<file path="src/hdl/grr_pkg.sv">
// grr_pkg: shared types and constants for the graph reachability block.
// No dependencies; used by the interfaces and every module in hdl/.
package grr_pkg;

  localparam int NodeW  = 6;   // width of a vertex field on the input beat
  localparam int CountW = 7;   // width of the node_count register
  localparam int AddrW  = 3;   // APB byte address width
  localparam int DataW  = 32;  // APB data width

  localparam logic [CountW-1:0] NodeCountReset = CountW'(64);

  // Register byte addresses, decoded on paddr[AddrW-1:2]
  localparam logic [AddrW-3:0] RegNodeCount = '0;

  typedef enum logic [1:0] {
    ActAdd   = 2'd0,
    ActQuery = 2'd1,
    ActClear = 2'd2
  } action_e;

  // Adjacency memory control
  typedef struct packed {
    logic clear;  // drop every row at once
    logic wr_en;  // write one row
  } mem_ctrl_t;

  // Frontier unit control and status
  typedef struct packed {
    logic load;   // restart with only the source marked
    logic step;   // merge the row just read
  } frn_ctrl_t;

  typedef struct packed {
    logic dst_hit;  // destination already marked
    logic grew;     // this cycle's row was expanded
  } frn_status_t;

endpackage

</file>
<file path="src/hdl/grr_adj_mem.sv">
// grr_adj_mem: adjacency row memory, one write and one registered read a cycle.
// Per-row valid flops make a cleared or never-written row read as zero.
// Depends on grr_pkg.
module grr_adj_mem #(
  parameter int NumRows = 64,
  parameter int IdxW    = 6
) (
  input  logic                  clk_i,
  input  logic                  rst_ni,
  input  grr_pkg::mem_ctrl_t    ctrl_i,
  input  logic [IdxW-1:0]       waddr_i,
  input  logic [NumRows-1:0]    wdata_i,
  input  logic [IdxW-1:0]       raddr_i,
  output logic [NumRows-1:0]    row_o
);

  logic [NumRows-1:0] mem_q [NumRows];
  logic [NumRows-1:0] valid_q;
  logic [NumRows-1:0] rdata_q;
  logic               rvld_q;

  always_ff @(posedge clk_i) begin
    if (ctrl_i.wr_en) begin
      mem_q[waddr_i] <= wdata_i;
    end
    rdata_q <= mem_q[raddr_i];
  end

  always_ff @(posedge clk_i or negedge rst_ni) begin
    if (!rst_ni) begin
      valid_q <= '0;
      rvld_q  <= 1'b0;
    end else begin
      rvld_q <= valid_q[raddr_i];
      if (ctrl_i.clear) begin
        valid_q <= '0;
      end else if (ctrl_i.wr_en) begin
        valid_q[waddr_i] <= 1'b1;
      end
    end
  end

  assign row_o = rvld_q ? rdata_q : '0;

endmodule

</file>
<file path="config.mk">
export PLATFORM = sky130hd
export DESIGN_NAME = grr_adj_mem
export DESIGN_NICKNAME = d
export VERILOG_FILES = /design/src/hdl/grr_pkg.sv /design/src/hdl/grr_adj_mem.sv
export SDC_FILE = /design/constraint.sdc
export NUM_CORES = 2
export LEC_CHECK = 0
export BUFFER_PORTS_ARGS = -buffer_cell sky130_fd_sc_hd__clkbuf_2
export CAP_MARGIN = 0
export CORE_ASPECT_RATIO = 1.2
export CORE_UTILIZATION = 45
export CTS_CLUSTER_SIZE = 24
export DETAILED_ROUTE_END_ITERATION = 12
export MAX_ROUTING_LAYER = met4
export PLACE_DENSITY = 0.71
export SYNTH_ARGS = -nofsm -noshare
export SYNTH_HDL_FRONTEND = slang
export SYNTH_SLANG_ARGS = --single-unit
</file>
<file path="constraint.sdc">
create_clock -name clk_i -period 3 [get_ports clk_i]
set_input_delay 0.45 -clock clk_i [delete_from_list [all_inputs] [get_ports clk_i]]
set_output_delay 0.45 -clock clk_i [all_outputs]
set_load 0.01 [all_outputs]
</file>
==> impl_metrics.py <==
metrics = {
    "status": {
        "status": "finished, final reports clean",
    },
    "synth": {
        "syn_area_um2": 159000,
        "async_flop_share_pct": 1.54,
        "synth-seq-cells": 4225,
        "synth_nets": 6897,
        "synth_seq_area_share_pct": 79.2,
        "postSynthCellCount": 6817,
        "ys_warn_count": 0,
        "synth.distinct_cells": 39,
        "synthFlopType": "edfxtp_1",
        "syn_area_per_cell_um2": 23.3,
        "synth_enable_flop_cells": 4096,
    },
    "critical_path": {
        "rr_startpoint": "mem_q[50][2]$_DFFE_PP_",
        "end_kind": "primary output",
        "r2r_end": "rdata_q[2]$_DFF_P_",
        "crit_end": "row_o[54]",
        "crit_fanout": 23,
        "critical_path.startpoint": "rvld_q$_DFF_PN0_",
        "arrival_ns": 2.36,
        "cp.required_ns": 2.55,
        "reg2reg_depth": 4,
        "r2r_slack_ns": 0.99,
        "cp-start-kind": "flip-flop",
        "critical_path_class": "flip-flop to primary output",
    },
    "clock_network": {
        "numClockSinks": 4225,
        "clk_pin_slew_worst_paths_ns": 0.07,
        "clockBufferDepth": 4,
        "cts_resized": 0,
        "cts_buffers": 383,
        "clk_latency_ns": 0.91,
        "clock-root-buffer": "clkbuf_16",
        "htree_levels": 5,
        "cts_tree": "yes",
    },
    "sta": {
        "setup-violations-final": 0,
        "slew_headroom_pct": 5.41,
        "fmax_mhz": 356,
        "finalHoldViolCount": 0,
        "setup-tns-final_ns": 0,
        "min_period_ns": 2.81,
        "min_period_over_period_pct": 93.6,
        "rsz0062_at_grt": "no",
        "clock_skew_ns": 0.0667,
        "maxSlewViolCount": 0,
        "worst_pin_slew_ns": 1.42,
    },
    "floorplan": {
        "io_pins": 144,
        "initial_core_util_pct": 45.3,
        "die_height_um": 653,
        "rows": 238,
        "die_area_um2": 356000,
        "core_area_um2": 351000,
        "die_x_um": 545,
    },
    "final_layout": {
        "n_fill_cell": 26200,
        "multi_input_area_um2": 31600,
        "utilization_pct": 52.1,
        "num-nets-final": 7482,
        "drive_gt1_share_pct": 29.4,
        "instances_no_fill": 12400,
        "seq_area_um2": 126000,
        "syn_to_final_growth_pct": 14.9,
        "final_common_cell": "edfxtp_1",
        "postLayoutCellArea_um2": 183000,
        "final_cell_mix": "edfxtp_1 (4096), mux4_2 (1040), clkbuf_16 (393), a22oi_1 (260), buf_4 (231)",
    },
    "power_and_ir_drop": {
        "pwr-share-seq_pct": 54.7,
        "p_sw_share_pct": 21.1,
        "ir_drop_uv": 503,
        "pwr-share-clk_pct": 40.4,
        "p_per_area_nw_per_um2": 656,
        "p_int_w": 0.0946,
        "combPwrFrac_pct": 4.9,
        "p_sw_w": 0.0253,
        "leakage_nw": 57.3,
    },
    "routing": {
        "antenna_left": 0,
        "viasPerCell": 6.51,
        "drt-initial-drc-count": 13300,
        "wl_per_cell_um": 37.4,
        "drc_errors": 0,
        "drt-pass1-iter-count": 6,
        "num_vias": 80900,
        "wirelength_um": 465000,
    },
    "global_route": {
        "grt_pass1_vias": 80600,
        "grt_max_degree": 68,
        "grt_pass1_wl_um": 639000,
        "gr-total-overflow": 0,
        "gr-usage-all-layers_pct": 26.9,
        "antenna_found_initial": 47,
    },
    "place": {
        "placed_area_um2": 170000,
        "port_buffers": 143,
        "dp.cells": 11700,
        "gp_congestion": 0.828,
        "dp_hpwl_um": 254000,
    },
    "run": {
        "drv_cap": 0,
    },
    "min_path": {
        "hold_class": "input pin to flip-flop",
    },
}
[cells by family after synthesis]
family / share of synthesized area [%]
buffers and inverters: 1.31
AND/OR/NAND/NOR: 1.40
multiplexers: 15.3
AO/OA/AOI/OAI: 2.80
flip-flops: 79.2
[power groups by stage]
stage	Sequential [W]	Clock (W)	Combinational (W)
after floorplan	0.0666	0	0.00317
after global placement	0.0668	0	0.00570
after detailed placement	0.0668	0	0.00584
after CTS	0.0656	0.0486	0.00587
after global routing	0.0656	0.0507	0.00615
final	0.0656	0.0484	0.00589
[through the flow]
step / worst slack, ns / hold WS [ns] / power, W
6_report: 0.193 / 0.0623 / 0.120
5_1_grt: 0.136 / 0.0916 / 0.122
4_1_cts: 0.0886 / 0.0265 / 0.120
3_5_place_dp: 0.274 / 0.484 / 0.0727
3_3_place_gp: 0.250 / 0.471 / 0.0725
2_1_floorplan: -0.635 / 0.154 / 0.0697
[registers in the layout, indices dropped and copies added (netlist names)]
register and flops:
mem_q 4096, rdata_q 64, rvld_q 1, valid_q 64
[how the worst min path moves through the flow]
| stage | start | endpoint | slack (ns) | cells after the start |
|---|---|---|---|---|
| floorplan | rst_ni | rvld_q$_DFF_PN0_ | 0.15 | 0 |
| global placement | valid_q[55]$_DFFE_PN0P_ | valid_q[55]$_DFFE_PN0P_ | 0.47 | 2 |
| detailed placement | valid_q[45]$_DFFE_PN0P_ | valid_q[45]$_DFFE_PN0P_ | 0.48 | 2 |
| CTS | waddr_i[1] | valid_q[51]$_DFFE_PN0P_ | 0.03 | 4 |
| global route | waddr_i[1] | valid_q[55]$_DFFE_PN0P_ | 0.09 | 4 |
| finish | waddr_i[1] | valid_q[51]$_DFFE_PN0P_ | 0.06 | 4 |
[Yosys cell counts, types with 6 or more instances]
library cell  count  area share (%)
nand2b_1          6           0.024
a22oi_1         260             1.2
o221ai_1         65            0.36
buf_1            24           0.057
a211oi_1         63            0.30
buf_2           164            0.52
mux2i_1          94            0.59
dfxtp_1          64            0.81
a21oi_1          27           0.085
buf_4            37            0.17
buf_6            30            0.21
nor2_1          226            0.53
and2_1           67            0.26
mux4_2         1040              15
o22ai_1         101            0.40
nand3_1         131            0.41
clkbuf_1        146            0.34
o211a_1          65            0.41
edfxtp_1       4096              77
dfrtp_1          65             1.0
[layer usage]
layer,track usage (%),routed length [um],up-vias
li1,-,-,30500
met1,33.7,159000,43000
met2,42.6,226000,6218
met3,5.48,55800,1200
met4,11.9,24600,0
met5,-,0,-
[cell type report]
class                      instances  area share, %
multi-input combinational       2187           17.3
clock inverter                   192          0.982
sequential                      4225           68.9
clock buffer                     506           5.73
timing repair buffer             601           3.85
antenna                           34         0.0465
tap                             4680           3.20
inverter                           4        0.00821
[critical path, cell delays in order, from the launching register on]
cell and delay (ns):
dfrtp_4 0.62, buf_4 0.39, and2_1 0.29, clkbuf_2 0.18
[what timing repair did]
| action | 4_1_cts | 5_1_grt |
|---|---|---|
| hold endpoints to repair | 31 | 0 |
| buffers inserted | 0 | 0 |
| hold buffers | 1 | 0 |
(Power assumes the default switching activity.)
