===== src/hdl/grr_pkg.sv =====
// grr_pkg: shared types and constants for the graph reachability block.
// No dependencies; used by the interfaces and every module in hdl/.
package grr_pkg;

  localparam int NodeW  = 6;   // width of a vertex field on the input beat
  localparam int CountW = 7;   // width of the node_count register
  localparam int AddrW  = 3;   // APB byte address width
  localparam int DataW  = 32;  // APB data width

  localparam logic [CountW-1:0] NodeCountReset = CountW'(64);

  // Register byte addresses, decoded on paddr[AddrW-1:2]
  localparam logic [AddrW-3:0] RegNodeCount = '0;

  typedef enum logic [1:0] {
    ActAdd   = 2'd0,
    ActQuery = 2'd1,
    ActClear = 2'd2
  } action_e;

  // Adjacency memory control
  typedef struct packed {
    logic clear;  // drop every row at once
    logic wr_en;  // write one row
  } mem_ctrl_t;

  // Frontier unit control and status
  typedef struct packed {
    logic load;   // restart with only the source marked
    logic step;   // merge the row just read
  } frn_ctrl_t;

  typedef struct packed {
    logic dst_hit;  // destination already marked
    logic grew;     // this cycle's row was expanded
  } frn_status_t;

endpackage


===== src/hdl/grr_frontier.sv =====
// grr_frontier: visited/expanded vertex sets and the shared row-merge unit.
// Depends on grr_pkg.
module grr_frontier #(
  parameter int NumRows = 64,
  parameter int IdxW    = 6
) (
  input  logic                  clk_i,
  input  logic                  rst_ni,
  input  grr_pkg::frn_ctrl_t    ctrl_i,
  input  logic [IdxW-1:0]       src_i,
  input  logic [IdxW-1:0]       dst_i,
  input  logic [IdxW-1:0]       pidx_i,
  input  logic [NumRows-1:0]    row_i,
  input  logic [NumRows-1:0]    mask_i,
  output grr_pkg::frn_status_t  status_o
);

  localparam logic [NumRows-1:0] OneBit = {{(NumRows-1){1'b0}}, 1'b1};

  logic [NumRows-1:0] visited_q, visited_d;
  logic [NumRows-1:0] done_q, done_d;
  logic               expand;

  // expand a vertex once: marked but not yet merged
  assign expand = ctrl_i.step && visited_q[pidx_i] && !done_q[pidx_i];

  always_comb begin
    visited_d = visited_q;
    done_d    = done_q;
    if (ctrl_i.load) begin
      visited_d = OneBit << src_i;
      done_d    = '0;
    end else if (expand) begin
      visited_d = visited_q | (row_i & mask_i);
      done_d    = done_q | (OneBit << pidx_i);
    end
  end

  always_ff @(posedge clk_i or negedge rst_ni) begin
    if (!rst_ni) begin
      visited_q <= '0;
      done_q    <= '0;
    end else begin
      visited_q <= visited_d;
      done_q    <= done_d;
    end
  end

  assign status_o.dst_hit = visited_q[dst_i];
  assign status_o.grew    = expand;

endmodule


===== config.mk =====
export PLATFORM = sky130hd
export DESIGN_NAME = grr_frontier
export DESIGN_NICKNAME = d
export VERILOG_FILES = /design/src/hdl/grr_pkg.sv /design/src/hdl/grr_frontier.sv
export SDC_FILE = /design/constraint.sdc
export NUM_CORES = 1
export LEC_CHECK = 0
export BUFFER_PORTS_ARGS = -buffer_cell sky130_fd_sc_hd__clkbuf_2
export CAP_MARGIN = 20
export CORE_MARGIN = 4
export CORE_UTILIZATION = 55
export CTS_CLUSTER_DIAMETER = 40
export DETAILED_ROUTE_END_ITERATION = 12
export PLACE_DENSITY = 0.79
export SYNTH_ARGS = -nofsm -noshare
export SYNTH_HDL_FRONTEND = slang
export SYNTH_SLANG_ARGS = --single-unit

===== constraint.sdc =====
create_clock -name clk_i -period 5.73 [get_ports clk_i]
set_input_delay 0 -clock clk_i [delete_from_list [all_inputs] [get_ports clk_i]]
set_output_delay 0 -clock clk_i [all_outputs]
set_load 0.02 [all_outputs]

==> results of run 1 <==
power by group through the flow:
stage	combinational, W	sequential, W	clock, W
after floorplan	0.000284	0.000973	0
after global placement	0.000398	0.000994	0
after detailed placement	0.000405	0.000994	0
after CTS	0.000411	0.000979	0.000991
after global routing	0.000457	0.000983	0.00103
final	0.000419	0.000981	0.000990
cell type report:
cell class	instances	area, sq um	share of cell area [%]
sequential	128	3200	33.2
multi-input combinational	603	4500	46.6
tap	184	230	2.38
clock buffer	21	470	4.87
clock inverter	11	65.1	0.674
timing repair buffer	168	926	9.59
inverter	70	263	2.72
cell usage in the layout, fill, tap and decap left out, types with 6 or more instances in the layout:
cell type and count:
a21oi_1 113, a221oi_2 60, a31o_2 19, a32o_1 11
buf_4 11, clkbuf_16 17, clkbuf_2 150, clkinv_2 7
dfrtp_1 128, inv_1 69, mux4_2 22, nand2_1 39
nand3b_1 8, nor2_1 145, nor2b_1 26, nor3_1 8
o211ai_1 13, o21ai_0 6, o22a_1 16, o2bb2ai_1 32
o311ai_0 6, or3b_2 10
cell families after synthesis:
| family | count (synthesis) | share of synthesized area, % |
|---|---|---|
| compound gates | 304 | 31.4 |
| buf+inv | 139 | 7.97 |
| flops | 128 | 38.3 |
| mux | 27 | 6.72 |
| simple gates | 272 | 15.5 |
tightest hold or removal path, delay by kind of cell:
| family | cells | cell delay (ns) |
|---|---|---|
| compound gates | 3 | 0.31 |
| buf+inv | 1 | 0.08 |
path summary, 6_finish.rpt:
kind / start / end / slack, ns / cells after the start
min in group asynchronous: rst_ni / visited_q[2] / 0.15 / 2
worst min-delay path: mask_i[63] / visited_q[63] / 0.005 / 4
worst max register to register: visited_q[24] / visited_q[47] / 2.67 / 7
worst max-delay path: pidx_i[1] / visited_q[50] / 2.61 / 8
max in group asynchronous: rst_ni / done_q[42] / 4.56 / 4
worst min register to register: done_q[59] / done_q[59] / 0.48 / 1
flip-flops by register name (all words and copies together) (netlist names):
| name | count |
|---|---|
| done_q | 64 |
| visited_q | 64 |
stage by stage:
stage                     util, %  instance area (sq um)  setup WS [ns]  cells  hold WS, ns
after floorplan                 -                   8360           3.29    870       -0.296
after global placement       61.3                   9010           2.25   1144       0.0684
after detailed placement     61.4                   9020           2.22   1145       0.0697
after CTS                    65.4                   9610           2.51   1182      0.00345
after global routing         65.7                   9660           2.47   1185       0.0141
final                        65.7                   9660           2.61   1185      0.00487
per-layer routing:
metal  wire, um  part of all wire (%)
met5          0                     0
met1      10400                    40
met4        775                   3.0
met3       2540                   9.8
met2      12300                    47
repair_timing:
action | in CTS | in global routing
hold buffers | 5 | 0
resized for setup | 0 | 0
endpoints found under the hold margin | 55 | 0
==> results.toml, run 1 <==
[status]
status = "complete, no violations"

[logic_synthesis]
netlist_top_cells_area = "dfrtp_1 (38%), a221oi_2 (11%), a21oi_1 (6.8%)"
post-synth-top-count-cell = "nor2_1"
synth_cells = 870
yosysUniqueCellTypes = 57
synth_edf_count = 0
synth_seq_area_share_pct = 38.3
ys.flop_type = "dfrtp_1"
yosys.area.top_type = "dfrtp_1"
syn_avg_cell_area_sq_um = 9.60
synth_seq_cells = 128
yosys_warnings = 0
syn_area_sq_um = 8360
synth_nets = 1020
ys_top_cells_by_count = "nor2_1 (145), dfrtp_1 (128), a21oi_1 (113), inv_1 (69), a221oi_2 (60)"
yosysTopAreaCellShare_pct = 38.3
async_reset_ff_share_pct = 100

[cells_and_area]
drive_above_1_share_pct = 31.5
nets = 1138
nFillCells = 1179
syn2layout_area_growth_pct = 15.6
num_antenna_cells = 0

[critical_path]
critPathCaptureType = "flip-flop"
crit_top_cell = "buf_4"
cpMaxStageDelayCell = "buf_4"
crit_type = "input pin to flip-flop"
worstPathRequired_ns = 5.98
critical-path-top-delay-family = "buffers and inverters"
cp_max_fo = 64
start_kind = "input pin"
critPathBufInv = 3
crit_chain = "clkbuf_2 > buf_4 > mux4_2 > nand2_1 > a311oi_2 > a311oi_4 > buf_4 > a221oi_1"
cp.arrival_ns = 3.37
critPathMaxStageDelay_ns = 0.85

[grt]
grt_busiest_layer = "met2"
antenna_found_initial = 0
grt_pass1_vias = 7610
grt_max_degree = 82
grt_use_met3_pct = 7.61
grt_pass1_wl_mm = 41.2
grt_use_met2_pct = 47.0
grtUsageMet1_pct = 40.5
grt_usage_pct = 29.9
overflow = 0

[floorplan]
die_x_um = 131
io_pins = 152
start_util_pct = 56.8
dieArea_sq_um = 17200
core_area_sq_um = 14700
num_rows = 44
fp.dieH_um = 131

[clocking]
cts_root_buf = "clkbuf_16"
numCtsBuffers = 17
post_cts_buffers = 0
clock_sinks = 128
path_clk_slew_ns = 0.06
h-tree-depth = 4
cts_tree = "done"
cts_max_path_buffers = 2
clk-insertion-delay-late_ns = 0.43

[pwr]
pwr-share-seq_pct = 41.1
switching_share_pct = 29.9
p_comb_share_pct = 17.5
total_power_w = 0.00239
power_leakage_nw = 4.13
power.switching_w = 0.000716
power_density_nw_per_um2 = 248
clock_power_share_pct = 41.4
cellInternalPower_w = 0.00167
peakVddDrop_v = 0.000227

[route]
drtAntennaViolNets = 0
drc_errors = 0
finalWirelength_mm = 26.0
vias_per_cell = 6.62
vias = 7840
wl_per_cell_um = 21.9
drtIter0Drc = 889
drtPass1Iterations = 5

[min_path]
hp-class = "input pin to flip-flop"

[timing]
clock.fmax_mhz = 321
setup_viol = 0
rsz0062_at_grt = "false"
worst-slew-pin-transition_ns = 1.14
finClkSkew_ns = 0.00779
finalCriticalPeriod_ns = 3.12
hold_viol_final = 0
max_slew_margin_pct = 24.1
drv_slew = 0
fin_crit_sh_pct = 54.4
final.setup.tns_ns = 0

[place]
gp_congestion = 0.886
port_buffers = 151
dp_hpwl_mm = 18.4

[flow_run]
maxCapViolations = 0
Power figures use the tool's default switching activity.
==> run 2, diff against run 1 <==
--- a/config.mk
+++ b/config.mk
@@ -5,6 +5,7 @@
 export SDC_FILE = /design/constraint.sdc
 export NUM_CORES = 1
 export LEC_CHECK = 0
+export ABC_AREA = 1
 export BUFFER_PORTS_ARGS = -buffer_cell sky130_fd_sc_hd__clkbuf_2
 export CAP_MARGIN = 20
 export CORE_MARGIN = 4
==> constraint.sdc (replaced) <==
create_clock -name clk_i -period 3.2 [get_ports clk_i]
set_input_delay 0 -clock clk_i [delete_from_list [all_inputs] [get_ports clk_i]]
set_output_delay 0 -clock clk_i [all_outputs]
set_load 0.02 [all_outputs]
==> run 2 against run 1 <==
  * Area after synthesis rose by 3.3%
  * Critical endpoint is now status_o[0]
  * Largest cell class unchanged
  * First-iteration DRC count rose by 110%
  * Combinational power rose to 2.5 times the previous value
  * Global-route usage rose by 7.8 points
  * Utilization rose by 4.3 points
  * Cell count rose by 42%
  * Critical path depth rose by 6
  * Total power rose by 110%
  * Sequential power rose by 92%
  * Critical path type is now input pin to primary output
==> results.toml, run 2 <==
[status]
status = "complete, no violations"

[floorplan]
dieArea_sq_um = 17800
num_rows = 45
core_area_sq_um = 15300
die_x_um = 133
io_pins = 152
start_util_pct = 56.4
fp.dieH_um = 133

[critical_path]
cp.arrival_ns = 2.48
rrSetupSlack_ns = 0.96
cp_max_fo = 90
critPathBufInv = 5
critPathCaptureType = "primary output"
r2r.worst_path.cells = 12
worstPathRequired_ns = 3.20
crit_chain = "clkbuf_2 > inv_4 > nor2_4 > nand2_1 > nand3_1 > nor2_1 > nand2_1 > nand3_1 > nand3_1 > nand3_1 > nand3_4 > buf_12 > inv_1 > clkbuf_2"
r2r_start = "done_q[62]"
timing.rr.end = "visited_q[10]"
critical-path-top-delay-family = "simple AND/OR/NAND/NOR gates"
crit_type = "input pin to primary output"
crit_top_cell = "nand3_1"
start_kind = "input pin"
critPathMaxStageDelay_ns = 0.54
cpMaxStageDelayCell = "nor2_4"

[flow_run]
maxCapViolations = 0

[route]
finalWirelength_mm = 33.6
wl_per_cell_um = 20.0
vias_per_cell = 6.38
drc_errors = 0
drtAntennaViolNets = 0
drtPass1Iterations = 7
drtIter0Drc = 1861
vias = 10700

[place]
port_buffers = 151
dpl_cell_area_sq_um = 9380
dp_hpwl_mm = 21.0
gp_congestion = 0.971

[logic_synthesis]
yosysUniqueCellTypes = 27
synth_edf_count = 0
synth_cells = 1305
ys.flop_type = "dfrtp_1"
ys_top_cells_by_count = "nand2_1 (330), nand3_1 (179), a21oi_1 (138), dfrtp_1 (128), nor2_1 (112)"
yosys.area.top_type = "dfrtp_1"
netlist_top_cells_area = "dfrtp_1 (37%), nand2_1 (14%), nand3_1 (10%)"
syn_avg_cell_area_sq_um = 6.61
synth_seq_area_share_pct = 37.1
yosysTopAreaCellShare_pct = 37.1
syn_area_sq_um = 8630
synth_seq_cells = 128
synth_nets = 1455
async_reset_ff_share_pct = 100
post-synth-top-count-cell = "nand2_1"
yosys_warnings = 0

[timing]
hold_viol_final = 0
final.setup.tns_ns = 0
clock.fmax_mhz = 404
holdWs_ns = 0.00240
max_slew_margin_pct = 39.5
setup_viol = 0
drv_slew = 0
rsz0062_at_grt = "false"
finalCriticalPeriod_ns = 2.48
fin_crit_sh_pct = 77.4
worst-slew-pin-transition_ns = 0.907
finClkSkew_ns = 0.0102

[grt]
grt_pass1_wl_mm = 53.6
grt_pass1_vias = 10200
overflow = 0
antenna_found_initial = 0
grt_usage_pct = 37.7
grt_max_degree = 96

[min_path]
hp-class = "input pin to flip-flop"
whs_path_depth = 5
whs_endpoint = "visited_q[51]"
min-delay-start = "mask_i[51]"

[clocking]
numCtsBuffers = 17
cts_tree = "done"
cts_max_path_buffers = 2
clk-insertion-delay-late_ns = 0.44
post_cts_resized = 0
h-tree-depth = 4
cts_root_buf = "clkbuf_16"
clock_sinks = 128
path_clk_slew_ns = 0.06

[cells_and_area]
stdcell_area_sq_um = 10700
final_cell_mix = "nand2_1 (330), nand3_1 (178), clkbuf_2 (149), a21oi_1 (138), dfrtp_1 (128)"
top_regs = "done_q: 64 flops, visited_q: 64 flops"
syn2layout_area_growth_pct = 24.1
drive_above_1_share_pct = 14.5
nFillCells = 1306
final_common_cell = "nand2_1"
nets = 1610

[pwr]
power_density_nw_per_um2 = 464
peakVddDrop_v = 0.000452
power_leakage_nw = 5.02
[run 2: cell count changes after synthesis, sizes merged, moves of 26 or more]
cell / previous run / this run
nand2: 39 / 335
nand3: 5 / 179
o22ai: 1 / 73
a221oi: 64 / 1
o21ai: 7 / 62
nand4: 3 / 55
o2bb2ai: 32 / 0
nor2: 145 / 115
clkbuf: 26 / 55
nor2b: 26 / 0
[run 2: worst register-to-register path: stages (launching register included)]
cell	delay [ns]
dfrtp_1	0.40
nand3_1	0.15
nand3_1	0.10
nor2_1	0.15
nand2_1	0.11
nand3_1	0.09
nand3_1	0.10
nand3_1	0.18
nand3_4	0.13
nand2_4	0.35
buf_12	0.24
nand2_1	0.09
nand2_1	0.09
[run 2: how the worst max path moves through the flow]
stage                   from            end  cells past startpoint
2_1_floorplan  visited_q[19]  visited_q[39]                     15
3_3_place_gp       pidx_i[1]     done_q[51]                     15
3_5_place_dp       pidx_i[1]  visited_q[16]                     15
4_1_cts        visited_q[13]    status_o[0]                     12
5_1_grt             dst_i[0]    status_o[1]                     11
6_report           pidx_i[1]    status_o[0]                     14
[run 2: layout make-up]
class	count	area (sq um)	share of cell area, %
clock inverters	12	159	1.48
clock buffers	19	443	4.13
repair buffers	242	1700	15.9
multi-input cells	977	4580	42.8
inverters	94	358	3.34
flip-flops and latches	128	3200	29.9
well taps	211	264	2.46
diodes	1	2.50	0.0234
[run 2: metal layers]
metal / share of wire (%) / GRT usage [%]
met1: 37 / 51.1
met4: 4.8 / 16.1
met3: 15 / 11.0
met5: 0 / 0
met2: 43 / 56.6
[run 2: cell families (layout without fill, tap and decap cells)]
logic type | after synthesis | in the layout | share of synthesized area, %
AO/OA/AOI/OAI | 282 | 282 | 17.7
buffers and inverters | 200 | 367 | 9.94
flip-flops | 128 | 128 | 37.1
other | 0 | 1 | 0
AND/OR/NAND/NOR | 695 | 695 | 35.3
[run 2: through the flow]
step,utilization [%],power (W),worst slack [ns],instances
after detailed placement,61.2,0.00278,0.700,1579
final,70.0,0.00497,0.723,1684
after CTS,69.9,0.00491,0.768,1683
after global routing,69.9,0.00514,0.548,1683
after global placement,61.2,0.00276,0.737,1579
after floorplan,-,0.00242,1.55,1305
[run 2: power breakdown]
group / switching [W] / leakage, nW / internal (W)
Clock: 0.000790 / 0.290 / 0.00125
Sequential: 0.000156 / 1.74 / 0.00172
Combinational: 0.000648 / 2.99 / 0.000409
[run 2: repair_timing]
item | 4_1_cts | 5_1_grt
hold buffers | 73 | 0
endpoints found under the hold margin | 88 | 0
setup buffers | 0 | 0
